<file path="config.mk">
export PLATFORM = sky130hd
export DESIGN_NAME = rgb_to_hsv_converter
export DESIGN_NICKNAME = d
export VERILOG_FILES = /design/src/rtl/core/rgbhsv_pkg.sv /design/src/rtl/core/rgbhsv_prep.sv /design/src/rtl/core/rgbhsv_div_stage.sv /design/src/rtl/core/rgbhsv_final.sv /design/src/rtl/core/rgb_to_hsv_converter.sv
export VERILOG_INCLUDE_DIRS = /design/src /design/src/rtl/core
export SDC_FILE = /design/constraint.sdc
export NUM_CORES = 1
export LEC_CHECK = 0
export BUFFER_PORTS_ARGS = -buffer_cell sky130_fd_sc_hd__buf_4
export CAP_MARGIN = 20
export CORE_UTILIZATION = 37
export CTS_CLUSTER_DIAMETER = 120
export DETAILED_ROUTE_END_ITERATION = 6
export GPL_ROUTABILITY_DRIVEN = 1
export PLACE_DENSITY_LB_ADDON = 0.3
export SLEW_MARGIN = 10
export SYNTH_ARGS = -nofsm -noshare
export SYNTH_HDL_FRONTEND = slang
export SYNTH_HIERARCHICAL = 1
export SYNTH_SLANG_ARGS = --single-unit
</file>
<file path="constraint.sdc">
create_clock -name clk -period 4 [get_ports clk]
set_input_delay 1.2 -clock clk [delete_from_list [all_inputs] [get_ports clk]]
set_output_delay 1.2 -clock clk [all_outputs]
set_load 0.02 [all_outputs]
</file>
<file path="src/rtl/core/rgb_to_hsv_converter_assert.svh">
// Assertion macros shared by the RGB to HSV converter RTL.
`ifndef RGB_TO_HSV_CONVERTER_ASSERT_SVH
`define RGB_TO_HSV_CONVERTER_ASSERT_SVH

// Checks that a condition holds on every clock edge outside reset.
`define RHC_ASSERT_ALWAYS(label, cond, msg) \
    label: assert property (@(posedge clk) disable iff (!rst_n) (cond)) \
        else $error(msg);

// Checks that an antecedent implies a consequent on the same edge.
`define RHC_ASSERT_IMPLY(label, ante, cons, msg) \
    label: assert property (@(posedge clk) disable iff (!rst_n) (ante) |-> (cons)) \
        else $error(msg);

`endif

</file>
<file path="src/rtl/core/rgbhsv_pkg.sv">
// Types, constants and the divider step shared by the RGB to HSV converter.
`default_nettype none

package rgbhsv_pkg;

    // Hue constants in 1/64 degree
    localparam logic [14:0] HUE_GREEN = 15'd7680;
    localparam logic [14:0] HUE_BLUE  = 15'd15360;
    localparam logic [14:0] HUE_FULL  = 15'd23040;

    // Divider pipeline shape: 12 quotient bits, two per stage
    localparam int STEPS_PER_STAGE = 2;
    localparam int DIV_STAGES      = 6;

    typedef enum logic [1:0] {
        SECTOR_RED,
        SECTOR_GREEN,
        SECTOR_BLUE
    } sector_t;

    // Restoring divider state: partial remainder, numerator bits still
    // to shift in (MSB first), quotient built so far.
    typedef struct packed {
        logic [7:0]  rem;
        logic [11:0] num;
        logic [11:0] quo;
    } div_t;

    typedef struct packed {
        div_t       hue_div;
        div_t       sat_div;
        logic [7:0] delta;
        logic [7:0] vmax;
        sector_t    sector;
        logic       neg;
        logic       undef;
    } pipe_t;

    // One radix-2 restoring step; remainder stays below the divisor.
    function automatic div_t div_step(div_t s, logic [7:0] d);
        div_t       r;
        logic [8:0] t;
        r = s;
        t = {s.rem, s.num[11]};
        r.num = {s.num[10:0], 1'b0};
        if (t >= {1'b0, d})
        begin
            r.rem = 8'(t - {1'b0, d});
            r.quo = {s.quo[10:0], 1'b1};
        end
        else
        begin
            r.rem = t[7:0];
            r.quo = {s.quo[10:0], 1'b0};
        end
        return r;
    endfunction

endpackage

`default_nettype wire

</file>
<file path="src/rtl/core/rgbhsv_prep.sv">
// Front stage: max/min, sector pick, signed difference and divider setup.
`default_nettype none

module rgbhsv_prep (
    input  wire logic              clk,
    input  wire logic              rst_n,
    input  wire logic              up_valid,
    output logic                   up_ready,
    input  wire logic [7:0]        red,
    input  wire logic [7:0]        green,
    input  wire logic [7:0]        blue,
    output logic                   dn_valid,
    input  wire logic              dn_ready,
    output rgbhsv_pkg::pipe_t      dn_pipe
);

    logic               valid_reg;
    rgbhsv_pkg::pipe_t  pipe_reg;
    rgbhsv_pkg::pipe_t  pipe_next;

    logic [7:0]  vmax;
    logic [7:0]  vmin;
    logic [7:0]  delta;
    logic [8:0]  diff;
    logic [8:0]  diff_neg;
    logic [7:0]  mag;
    logic [11:0] mag15;
    logic [15:0] sat_num;
    rgbhsv_pkg::sector_t sector;

    assign up_ready = !valid_reg || dn_ready;

    always_comb
    begin
        vmax = (red >= green) ? red : green;
        vmax = (vmax >= blue) ? vmax : blue;
        vmin = (red <= green) ? red : green;
        vmin = (vmin <= blue) ? vmin : blue;
        delta = vmax - vmin;

        // red wins ties, then green
        if (red >= green && red >= blue)
        begin
            sector = rgbhsv_pkg::SECTOR_RED;
        end
        else if (green >= blue)
        begin
            sector = rgbhsv_pkg::SECTOR_GREEN;
        end
        else
        begin
            sector = rgbhsv_pkg::SECTOR_BLUE;
        end

        case (sector)
            rgbhsv_pkg::SECTOR_RED:   diff = {1'b0, green} - {1'b0, blue};
            rgbhsv_pkg::SECTOR_GREEN: diff = {1'b0, blue} - {1'b0, red};
            rgbhsv_pkg::SECTOR_BLUE:  diff = {1'b0, red} - {1'b0, green};
            default:                  diff = 9'd0;
        endcase

        diff_neg = 9'd0 - diff;
        mag      = diff[8] ? diff_neg[7:0] : diff[7:0];
        // 3840 * mag = (15 * mag) << 8
        mag15    = ({4'd0, mag} << 4) - {4'd0, mag};
        // 255 * delta
        sat_num  = ({8'd0, delta} << 8) - {8'd0, delta};

        // top 8 numerator bits form the first remainder (below divisor)
        pipe_next.hue_div.rem = mag15[11:4];
        pipe_next.hue_div.num = {mag15[3:0], 8'd0};
        pipe_next.hue_div.quo = 12'd0;
        pipe_next.sat_div.rem = {4'd0, sat_num[15:12]};
        pipe_next.sat_div.num = sat_num[11:0];
        pipe_next.sat_div.quo = 12'd0;
        pipe_next.delta       = delta;
        pipe_next.vmax        = vmax;
        pipe_next.sector      = sector;
        pipe_next.neg         = diff[8];
        pipe_next.undef       = (delta == 8'd0);
    end

    always_ff @(posedge clk or negedge rst_n)
    begin
        if (!rst_n)
        begin
            valid_reg <= 1'b0;
        end
        else if (up_ready)
        begin
            valid_reg <= up_valid;
        end
    end

    always_ff @(posedge clk)
    begin
        if (up_ready && up_valid)
        begin
            pipe_reg <= pipe_next;
        end
    end

    assign dn_valid = valid_reg;
    assign dn_pipe  = pipe_reg;

endmodule

`default_nettype wire

</file>
<file path="src/rtl/core/rgbhsv_div_stage.sv">
// Divider stage: two restoring steps on both the hue and saturation divisions.
`default_nettype none

module rgbhsv_div_stage (
    input  wire logic              clk,
    input  wire logic              rst_n,
    input  wire logic              up_valid,
    output logic                   up_ready,
    input  wire rgbhsv_pkg::pipe_t up_pipe,
    output logic                   dn_valid,
    input  wire logic              dn_ready,
    output rgbhsv_pkg::pipe_t      dn_pipe
);

    logic               valid_reg;
    rgbhsv_pkg::pipe_t  pipe_reg;
    rgbhsv_pkg::pipe_t  pipe_next;

    assign up_ready = !valid_reg || dn_ready;

    always_comb
    begin
        pipe_next = up_pipe;
        for (int i = 0; i < rgbhsv_pkg::STEPS_PER_STAGE; i++)
        begin
            pipe_next.hue_div = rgbhsv_pkg::div_step(pipe_next.hue_div, up_pipe.delta);
            pipe_next.sat_div = rgbhsv_pkg::div_step(pipe_next.sat_div, up_pipe.vmax);
        end
    end

    always_ff @(posedge clk or negedge rst_n)
    begin
        if (!rst_n)
        begin
            valid_reg <= 1'b0;
        end
        else if (up_ready)
        begin
            valid_reg <= up_valid;
        end
    end

    always_ff @(posedge clk)
    begin
        if (up_ready && up_valid)
        begin
            pipe_reg <= pipe_next;
        end
    end

    assign dn_valid = valid_reg;
    assign dn_pipe  = pipe_reg;

endmodule

`default_nettype wire

</file>
<file path="src/rtl/core/rgbhsv_final.sv">
// Output stage: sector offset, sign, wrap and the output register.
`default_nettype none

module rgbhsv_final (
    input  wire logic              clk,
    input  wire logic              rst_n,
    input  wire logic              up_valid,
    output logic                   up_ready,
    input  wire rgbhsv_pkg::pipe_t up_pipe,
    output logic                   dn_valid,
    input  wire logic              dn_ready,
    output logic [14:0]            hue,
    output logic [7:0]             saturation,
    output logic [7:0]             value,
    output logic                   hue_undefined
);

    logic        valid_reg;
    logic [14:0] hue_reg;
    logic [14:0] hue_next;
    logic [7:0]  sat_reg;
    logic [7:0]  sat_next;
    logic [7:0]  value_reg;
    logic        undef_reg;

    logic [14:0] offset;
    logic [14:0] base;
    logic [14:0] quo;

    assign up_ready = !valid_reg || dn_ready;

    always_comb
    begin
        case (up_pipe.sector)
            rgbhsv_pkg::SECTOR_RED:   offset = 15'd0;
            rgbhsv_pkg::SECTOR_GREEN: offset = rgbhsv_pkg::HUE_GREEN;
            rgbhsv_pkg::SECTOR_BLUE:  offset = rgbhsv_pkg::HUE_BLUE;
            default:                  offset = 15'd0;
        endcase

        quo = {3'd0, up_pipe.hue_div.quo};
        // only the red sector can go negative; fold the wrap into the base
        base = (up_pipe.sector == rgbhsv_pkg::SECTOR_RED && up_pipe.neg)
             ? rgbhsv_pkg::HUE_FULL : offset;

        if (up_pipe.undef)
        begin
            hue_next = 15'd0;
            sat_next = 8'd0;
        end
        else
        begin
            hue_next = up_pipe.neg ? (base - quo) : (base + quo);
            sat_next = up_pipe.sat_div.quo[7:0];
        end
    end

    always_ff @(posedge clk or negedge rst_n)
    begin
        if (!rst_n)
        begin
            valid_reg <= 1'b0;
        end
        else if (up_ready)
        begin
            valid_reg <= up_valid;
        end
    end

    always_ff @(posedge clk)
    begin
        if (up_ready && up_valid)
        begin
            hue_reg   <= hue_next;
            sat_reg   <= sat_next;
            value_reg <= up_pipe.vmax;
            undef_reg <= up_pipe.undef;
        end
    end

    assign dn_valid      = valid_reg;
    assign hue           = hue_reg;
    assign saturation    = sat_reg;
    assign value         = value_reg;
    assign hue_undefined = undef_reg;

endmodule

`default_nettype wire

</file>
<file path="src/rtl/core/rgb_to_hsv_converter.sv">
// Top level of the pipelined RGB to HSV pixel converter.
//
// Input channel (rgb_valid / rgb_stall): one beat is one pixel, red, green and
// blue, 8 bits each. A beat is taken on a rising edge with rgb_valid high and
// rgb_stall low.
// Output channel (hsv_valid / hsv_stall): one beat per pixel with hue in 1/64
// degree (0..23039), saturation (255 = 1.0), value (largest channel) and
// hue_undefined (all channels equal; hue and saturation are then 0).
// Pipeline: from the accepting edge to hsv_valid a beat passes the front
// stage, six divider stages (two quotient bits each, 12-bit hue quotient) and
// the output register.
// Throughput: one pixel per clock unless the output stalls; every stage has its own valid bit.
// Stall: a stage loads whenever it is empty or the next one moves, so bubbles
// close up behind a stalled output; rgb_stall rises only once every stage
// holds a beat. A stalled output beat holds steady.
// Reset: rst_n is asynchronous, active low, and empties the pipeline; no
// pixel state is kept between beats.
`default_nettype none

`include "rgb_to_hsv_converter_assert.svh"

module rgb_to_hsv_converter (
    input  wire logic        clk,
    input  wire logic        rst_n,
    input  wire logic        rgb_valid,
    output logic             rgb_stall,
    input  wire logic [7:0]  red,
    input  wire logic [7:0]  green,
    input  wire logic [7:0]  blue,
    output logic             hsv_valid,
    input  wire logic        hsv_stall,
    output logic [14:0]      hue,
    output logic [7:0]       saturation,
    output logic [7:0]       value,
    output logic             hue_undefined
);

    localparam int NS = rgbhsv_pkg::DIV_STAGES;

    // stg_*[k] is the beat leaving stage k (k = 0 is the front stage);
    // stg_ready[k] says its consumer can take it.
    rgbhsv_pkg::pipe_t stg_pipe [NS+1];
    logic [NS:0]       stg_valid;
    logic [NS:0]       stg_ready;
    logic              prep_ready;

    rgbhsv_prep u_prep (
        .clk      (clk),
        .rst_n    (rst_n),
        .up_valid (rgb_valid),
        .up_ready (prep_ready),
        .red      (red),
        .green    (green),
        .blue     (blue),
        .dn_valid (stg_valid[0]),
        .dn_ready (stg_ready[0]),
        .dn_pipe  (stg_pipe[0])
    );

    // Divider chain: each stage retires two quotient bits of both divisions
    for (genvar k = 0; k < NS; k++)
    begin : g_div
        rgbhsv_div_stage u_div (
            .clk      (clk),
            .rst_n    (rst_n),
            .up_valid (stg_valid[k]),
            .up_ready (stg_ready[k]),
            .up_pipe  (stg_pipe[k]),
            .dn_valid (stg_valid[k+1]),
            .dn_ready (stg_ready[k+1]),
            .dn_pipe  (stg_pipe[k+1])
        );
    end

    rgbhsv_final u_final (
        .clk           (clk),
        .rst_n         (rst_n),
        .up_valid      (stg_valid[NS]),
        .up_ready      (stg_ready[NS]),
        .up_pipe       (stg_pipe[NS]),
        .dn_valid      (hsv_valid),
        .dn_ready      (!hsv_stall),
        .hue           (hue),
        .saturation    (saturation),
        .value         (value),
        .hue_undefined (hue_undefined)
    );

    assign rgb_stall = !prep_ready;

    // Gray pixels carry zero hue and saturation
    `RHC_ASSERT_IMPLY(a_undef_zero, hsv_valid && hue_undefined,
        hue == 15'd0 && saturation == 8'd0, "undefined hue with nonzero hue or saturation")

    // A colored pixel has nonzero value and saturation
    `RHC_ASSERT_IMPLY(a_colored_nonzero, hsv_valid && !hue_undefined,
        saturation != 8'd0 && value != 8'd0, "colored pixel with zero saturation or value")

    // Hue wraps into one turn
    `RHC_ASSERT_IMPLY(a_hue_range, hsv_valid, hue < rgbhsv_pkg::HUE_FULL,
        "hue out of range")

    // Input stalls only when every stage holds a beat
    `RHC_ASSERT_IMPLY(a_stall_full, rgb_stall, (&stg_valid) && hsv_valid && hsv_stall,
        "input stalled with a free pipeline slot")

endmodule

`default_nettype wire

</file>
======== Word level (Yosys, flattened, before mapping) ========
Index checks and enable logic that the tools add are counted.
W data, S select, Z words.
word-level totals
  latch bits .............................. 0
  memories ................................ 0
  word-level logic and storage cells ...... 228
  bits in read-only memories .............. 0
  input bits .............................. 28
  RAM bits ................................ 0
  register bits ........................... 374
operators by class
  multiply operators ...................... 0
  bitwise gates (word level) .............. 0
  divide/modulo/power cells ............... 0
  $lt $le $gt $ge ......................... 30
  add/subtract/negate cells ............... 31
  multiplexer cells ....................... 53
  equal/unequal tests ..................... 4
  reductions and logical operators ........ 31
  shift-type cells ........................ 0
operators by type and width
  operator               number
  $mux W8                27
  $ge A9 B8 Y1           23
  $sub A8 B8 Y8          22
  $ge A8 B8 Y1           4
  $mux W15               2
  $pmux W14 S2           1
  $pmux W9 S3            1
  $sub A8 B8 Y9          3
  $mux W1                20
  $le A8 B8 Y1           2
  $sub A16 B8 Y16        1
  $add A15 B12 Y15       1
  $sub A15 B12 Y15       1
  $sub A12 B8 Y12        1
  $logic_and A1 B1 Y1    10
  $logic_not A1 Y1       10
  $ge A5 B8 Y1           1
  $logic_not A8 Y1       1
  $logic_or A1 B1 Y1     8
  $sub A1 B8 Y8 const A  1
  $sub A5 B8 Y8          1
  $eq A2 B1 Y1 const B   2
  $eq A2 B2 Y1 const B   2
  $logic_not A2 Y1       2
  $mux W2                2

======== Longest topological paths before layout ========
  depth in word-level cells ............... 10
  mapped depth ............................ 32

======== Hierarchy ========
Netlist, hierarchy kept.
by module, submodules not included
  module                                 cells an instance  times used  area an instance (um^2)
  rgbhsv_div_stage (g_div[2].u_div ...)  311                3           4206.5
  rgbhsv_prep                            527                1           4992.3
  rgbhsv_div_stage (g_div[4].u_div)      339                1           4484.3
  rgbhsv_div_stage (g_div[1].u_div)      352                1           4449.3
  rgbhsv_div_stage (g_div[0].u_div)      316                1           4199.0
  rgbhsv_final                           191                1           2159.6
  rgb_to_hsv_converter                   2                  1           7.5

======== Least setup slack after synthesis ========
OpenSTA, ideal clock, no wires.
  path type ............................... in2reg
  from .................................... in red[0]
  to ...................................... reg u_prep.pipe_reg, in the netlist u_prep/dn_pipe[45] (data pin)
  library setup time ...................... 0.270 ns
  stages .................................. 30
  arrival time ............................ 6.456 ns
  required time ........................... 3.730 ns
  path slack .............................. -2.725 ns
  cells stage by stage .................... inv_1 -> ha_1 -> nand2b_1 -> a21o_1 -> a21o_1 -> a211o_1 -> buf_6 -> a21oi_1 -> ha_1 -> nand2b_1 -> a21o_1 -> a21o_1 -> a21o_1 -> a21o_1 -> a21oi_1 -> o21ai_2 -> o21ai_0 -> inv_1 -> ha_1 -> nor2b_1 -> o21ai_1 -> nand2b_1 -> a21o_1 -> a21o_1 -> a21o_1 -> a21oi_1 -> xor2_2 -> xnor2_2 -> nor4_2 -> o21ai_0
RTL lines
  what                    RTL line                    source
  start: declaration      rgb_to_hsv_converter.sv:27  input wire logic [7:0] red,
  end signal: assignment  rgbhsv_prep.sv:99           pipe_reg <= pipe_next;
  end: declaration        rgbhsv_prep.sv:18           rgbhsv_pkg::pipe_t pipe_reg;

==> key figures <==
Placement
  – I/O Buffers: 61
  – Gpl congestion: 0.880
  – Dpl hpwl: 49,800 um

Clocking
  – Clk buf depth: 3
  – Hold-fix buffers at CTS: 0
  – CTS tree: done
  – CTS H-tree depth: 2
  – Skew-Pair Late Insertion Delay: 0.57 ns
  – Total CTS buffers: 44
  – Clock sinks: 401
  – Clock-pin slew on the worst setup and hold paths: 0.06 ns
  – CTS Root Buffer Type: clkbuf_16

Floorplan
  – Die Ht: 273 um
  – Top-Level Pins: 62
  – Die Span X: 273 um
  – Initial Util: 37.7%
  – Die area: 74,400 um2
  – Num rows: 98
  – Core ar.: 72,000 um2

STA
  – Worst hold margin: 0.413 ns
  – Final min period: 5.75 ns
  – Fmax achieved: 0.174 GHz
  – Slack of the critical path: -1.75 ns
  – Fin. max-slew vios: 0
  – Relative slew margins: 42.7%
  – Least-Margin Pin Slew: 0.859 ns
  – RSZ-0062 raised after global routing: true
  – Setup Skew: 0.0174 ns
  – Period utilisation layout: 144%
  – Setup violators final: 38
  – Final Hold Fails: 0

Worst hold path
  – Worst hold path class: reg2reg

Global routing
  – Vias in the first global route: 21,020
  – GRT Residual Overflow: 0
  – Global-route wire length before repair: 103,000 um
  – Initial antenna violation count: 0
  – Pin count of the biggest net entering global routing: 59
  – Total GRT Usage: 16.7%

Detailed routing
  – Remaining DRCs: 3
  – Post-route ant nets: 0
  – Via density: 5.04
  – Final WL: 64,000 um
  – Total number of vias: 20,289
  – DR iter-0 viols: 808
  – Drt wl/cell: 15.9 um
  – First-pass DRT Iterations: 7

Finish
  – Layout area overhead: 35.9%
  – Layout Nets: 3,351
  – Post-layout util: 51.2%
  – Max FFs per register: 314
  – Ant diodes: 0
  – Most common cell after layout, fill and taps aside: buf_4
  – Commonest cells after routing, fill and taps aside: buf_4, edfxtp_1, inv_1, ha_1, a21oi_1
  – Layout cells sized above 1: 39.0%

Critical path
  – Critical Path Fanout Max: 5
  – Setup crit end kind: register
  – Worst Setup Path Type: in2reg
  – WP data required: 4.33 ns
  – Critical path arrival: 6.08 ns
  – CP dominant cell by count: a21o_1
  – Worst path max stage delay: 0.38 ns
  – Crit start category: input pin
  – Slowest cell on crit path: a211o_4

Yosys
  – Synth Cell Area: 27,100 um2
  – Mapped Avg Cell Area: 11.4 um2
  – Gate Count Post-Synth: 2,384
  – Ys Warns: 6

Outcome
  – Outcome: complete, but fails checks
  – Failing checks: DRC, setup timing

Flow run
  – Max cap viols: 0
worst paths after layout:
check	slack (ns)	from	depth (start not counted)	endpoint
setup / recovery	-1.75	red[0]	31	u_prep/dn_pipe[40]$_DFFE_PP_
hold / removal	0.41	g_div[0].u_div/dn_pipe[36]$_DFFE_PP_	0	g_div[1].u_div/dn_pipe[38]$_DFFE_PP_
setup reg to reg	0.02	g_div[3].u_div/dn_pipe[6]$_DFFE_PP_	14	g_div[4].u_div/dn_pipe[48]$_DFFE_PP_
hold reg to reg	0.41	g_div[0].u_div/dn_pipe[36]$_DFFE_PP_	0	g_div[1].u_div/dn_pipe[38]$_DFFE_PP_
max in group asynchronous	3.40	rst_n	1	g_div[0].u_div/dn_valid$_DFFE_PN0N_
min in group asynchronous	0.45	rst_n	1	u_prep/dn_valid$_DFFE_PN0N_
final cells by class:
type | instances | area [um2]
fill | 6158 | 35100
multi-input combinational | 1712 | 16000
sequential | 401 | 12000
timing repair buffer | 649 | 5160
tap | 950 | 1190
clock buffer | 50 | 1140
inverter | 231 | 891
clock inverter | 31 | 428
repair_timing:
item | in CTS | in global routing
buffers inserted | 43 | 75
endpoints found under the setup margin | 95 | 118
gates resized for setup | 125 | 222
gates cloned | 0 | 0
pin swaps | 61 | 94
routing by layer:
layer	up-vias	GRT usage [%]	routed length, um
li1	10201	-	-
met1	9688	20.1	28100
met5	-	0	0
met2	289	30.4	32500
met4	0	5.74	1800
met3	111	2.05	1620
critical path, delay by kind of cell:
kind,cells,cell delay [ns]
AO/OA/AOI/OAI,16,2.76
XOR/XNOR,3,0.56
adder cells (fa/ha/maj),3,0.70
buffers and inverters,5,0.47
AND/OR/NAND/NOR,4,0.39
stage by stage:
stage / TNS, ns / instance area, um2 / setup slack, ns / std cells
2_1_floorplan: -40.86 / 27800 / -2.07 / 2395
3_3_place_gp: -65.66 / 32700 / -2.41 / 3835
3_5_place_dp: -70.05 / 32700 / -2.49 / 3835
4_1_cts: -34.01 / 35200 / -1.65 / 3956
5_1_grt: -44.07 / 36800 / -1.97 / 4024
6_report: -37.60 / 36800 / -1.75 / 4024
Power is left out: the tool's default activity adds up to more than one toggle a clock period on the data nets, which glitch-free logic cannot reach.
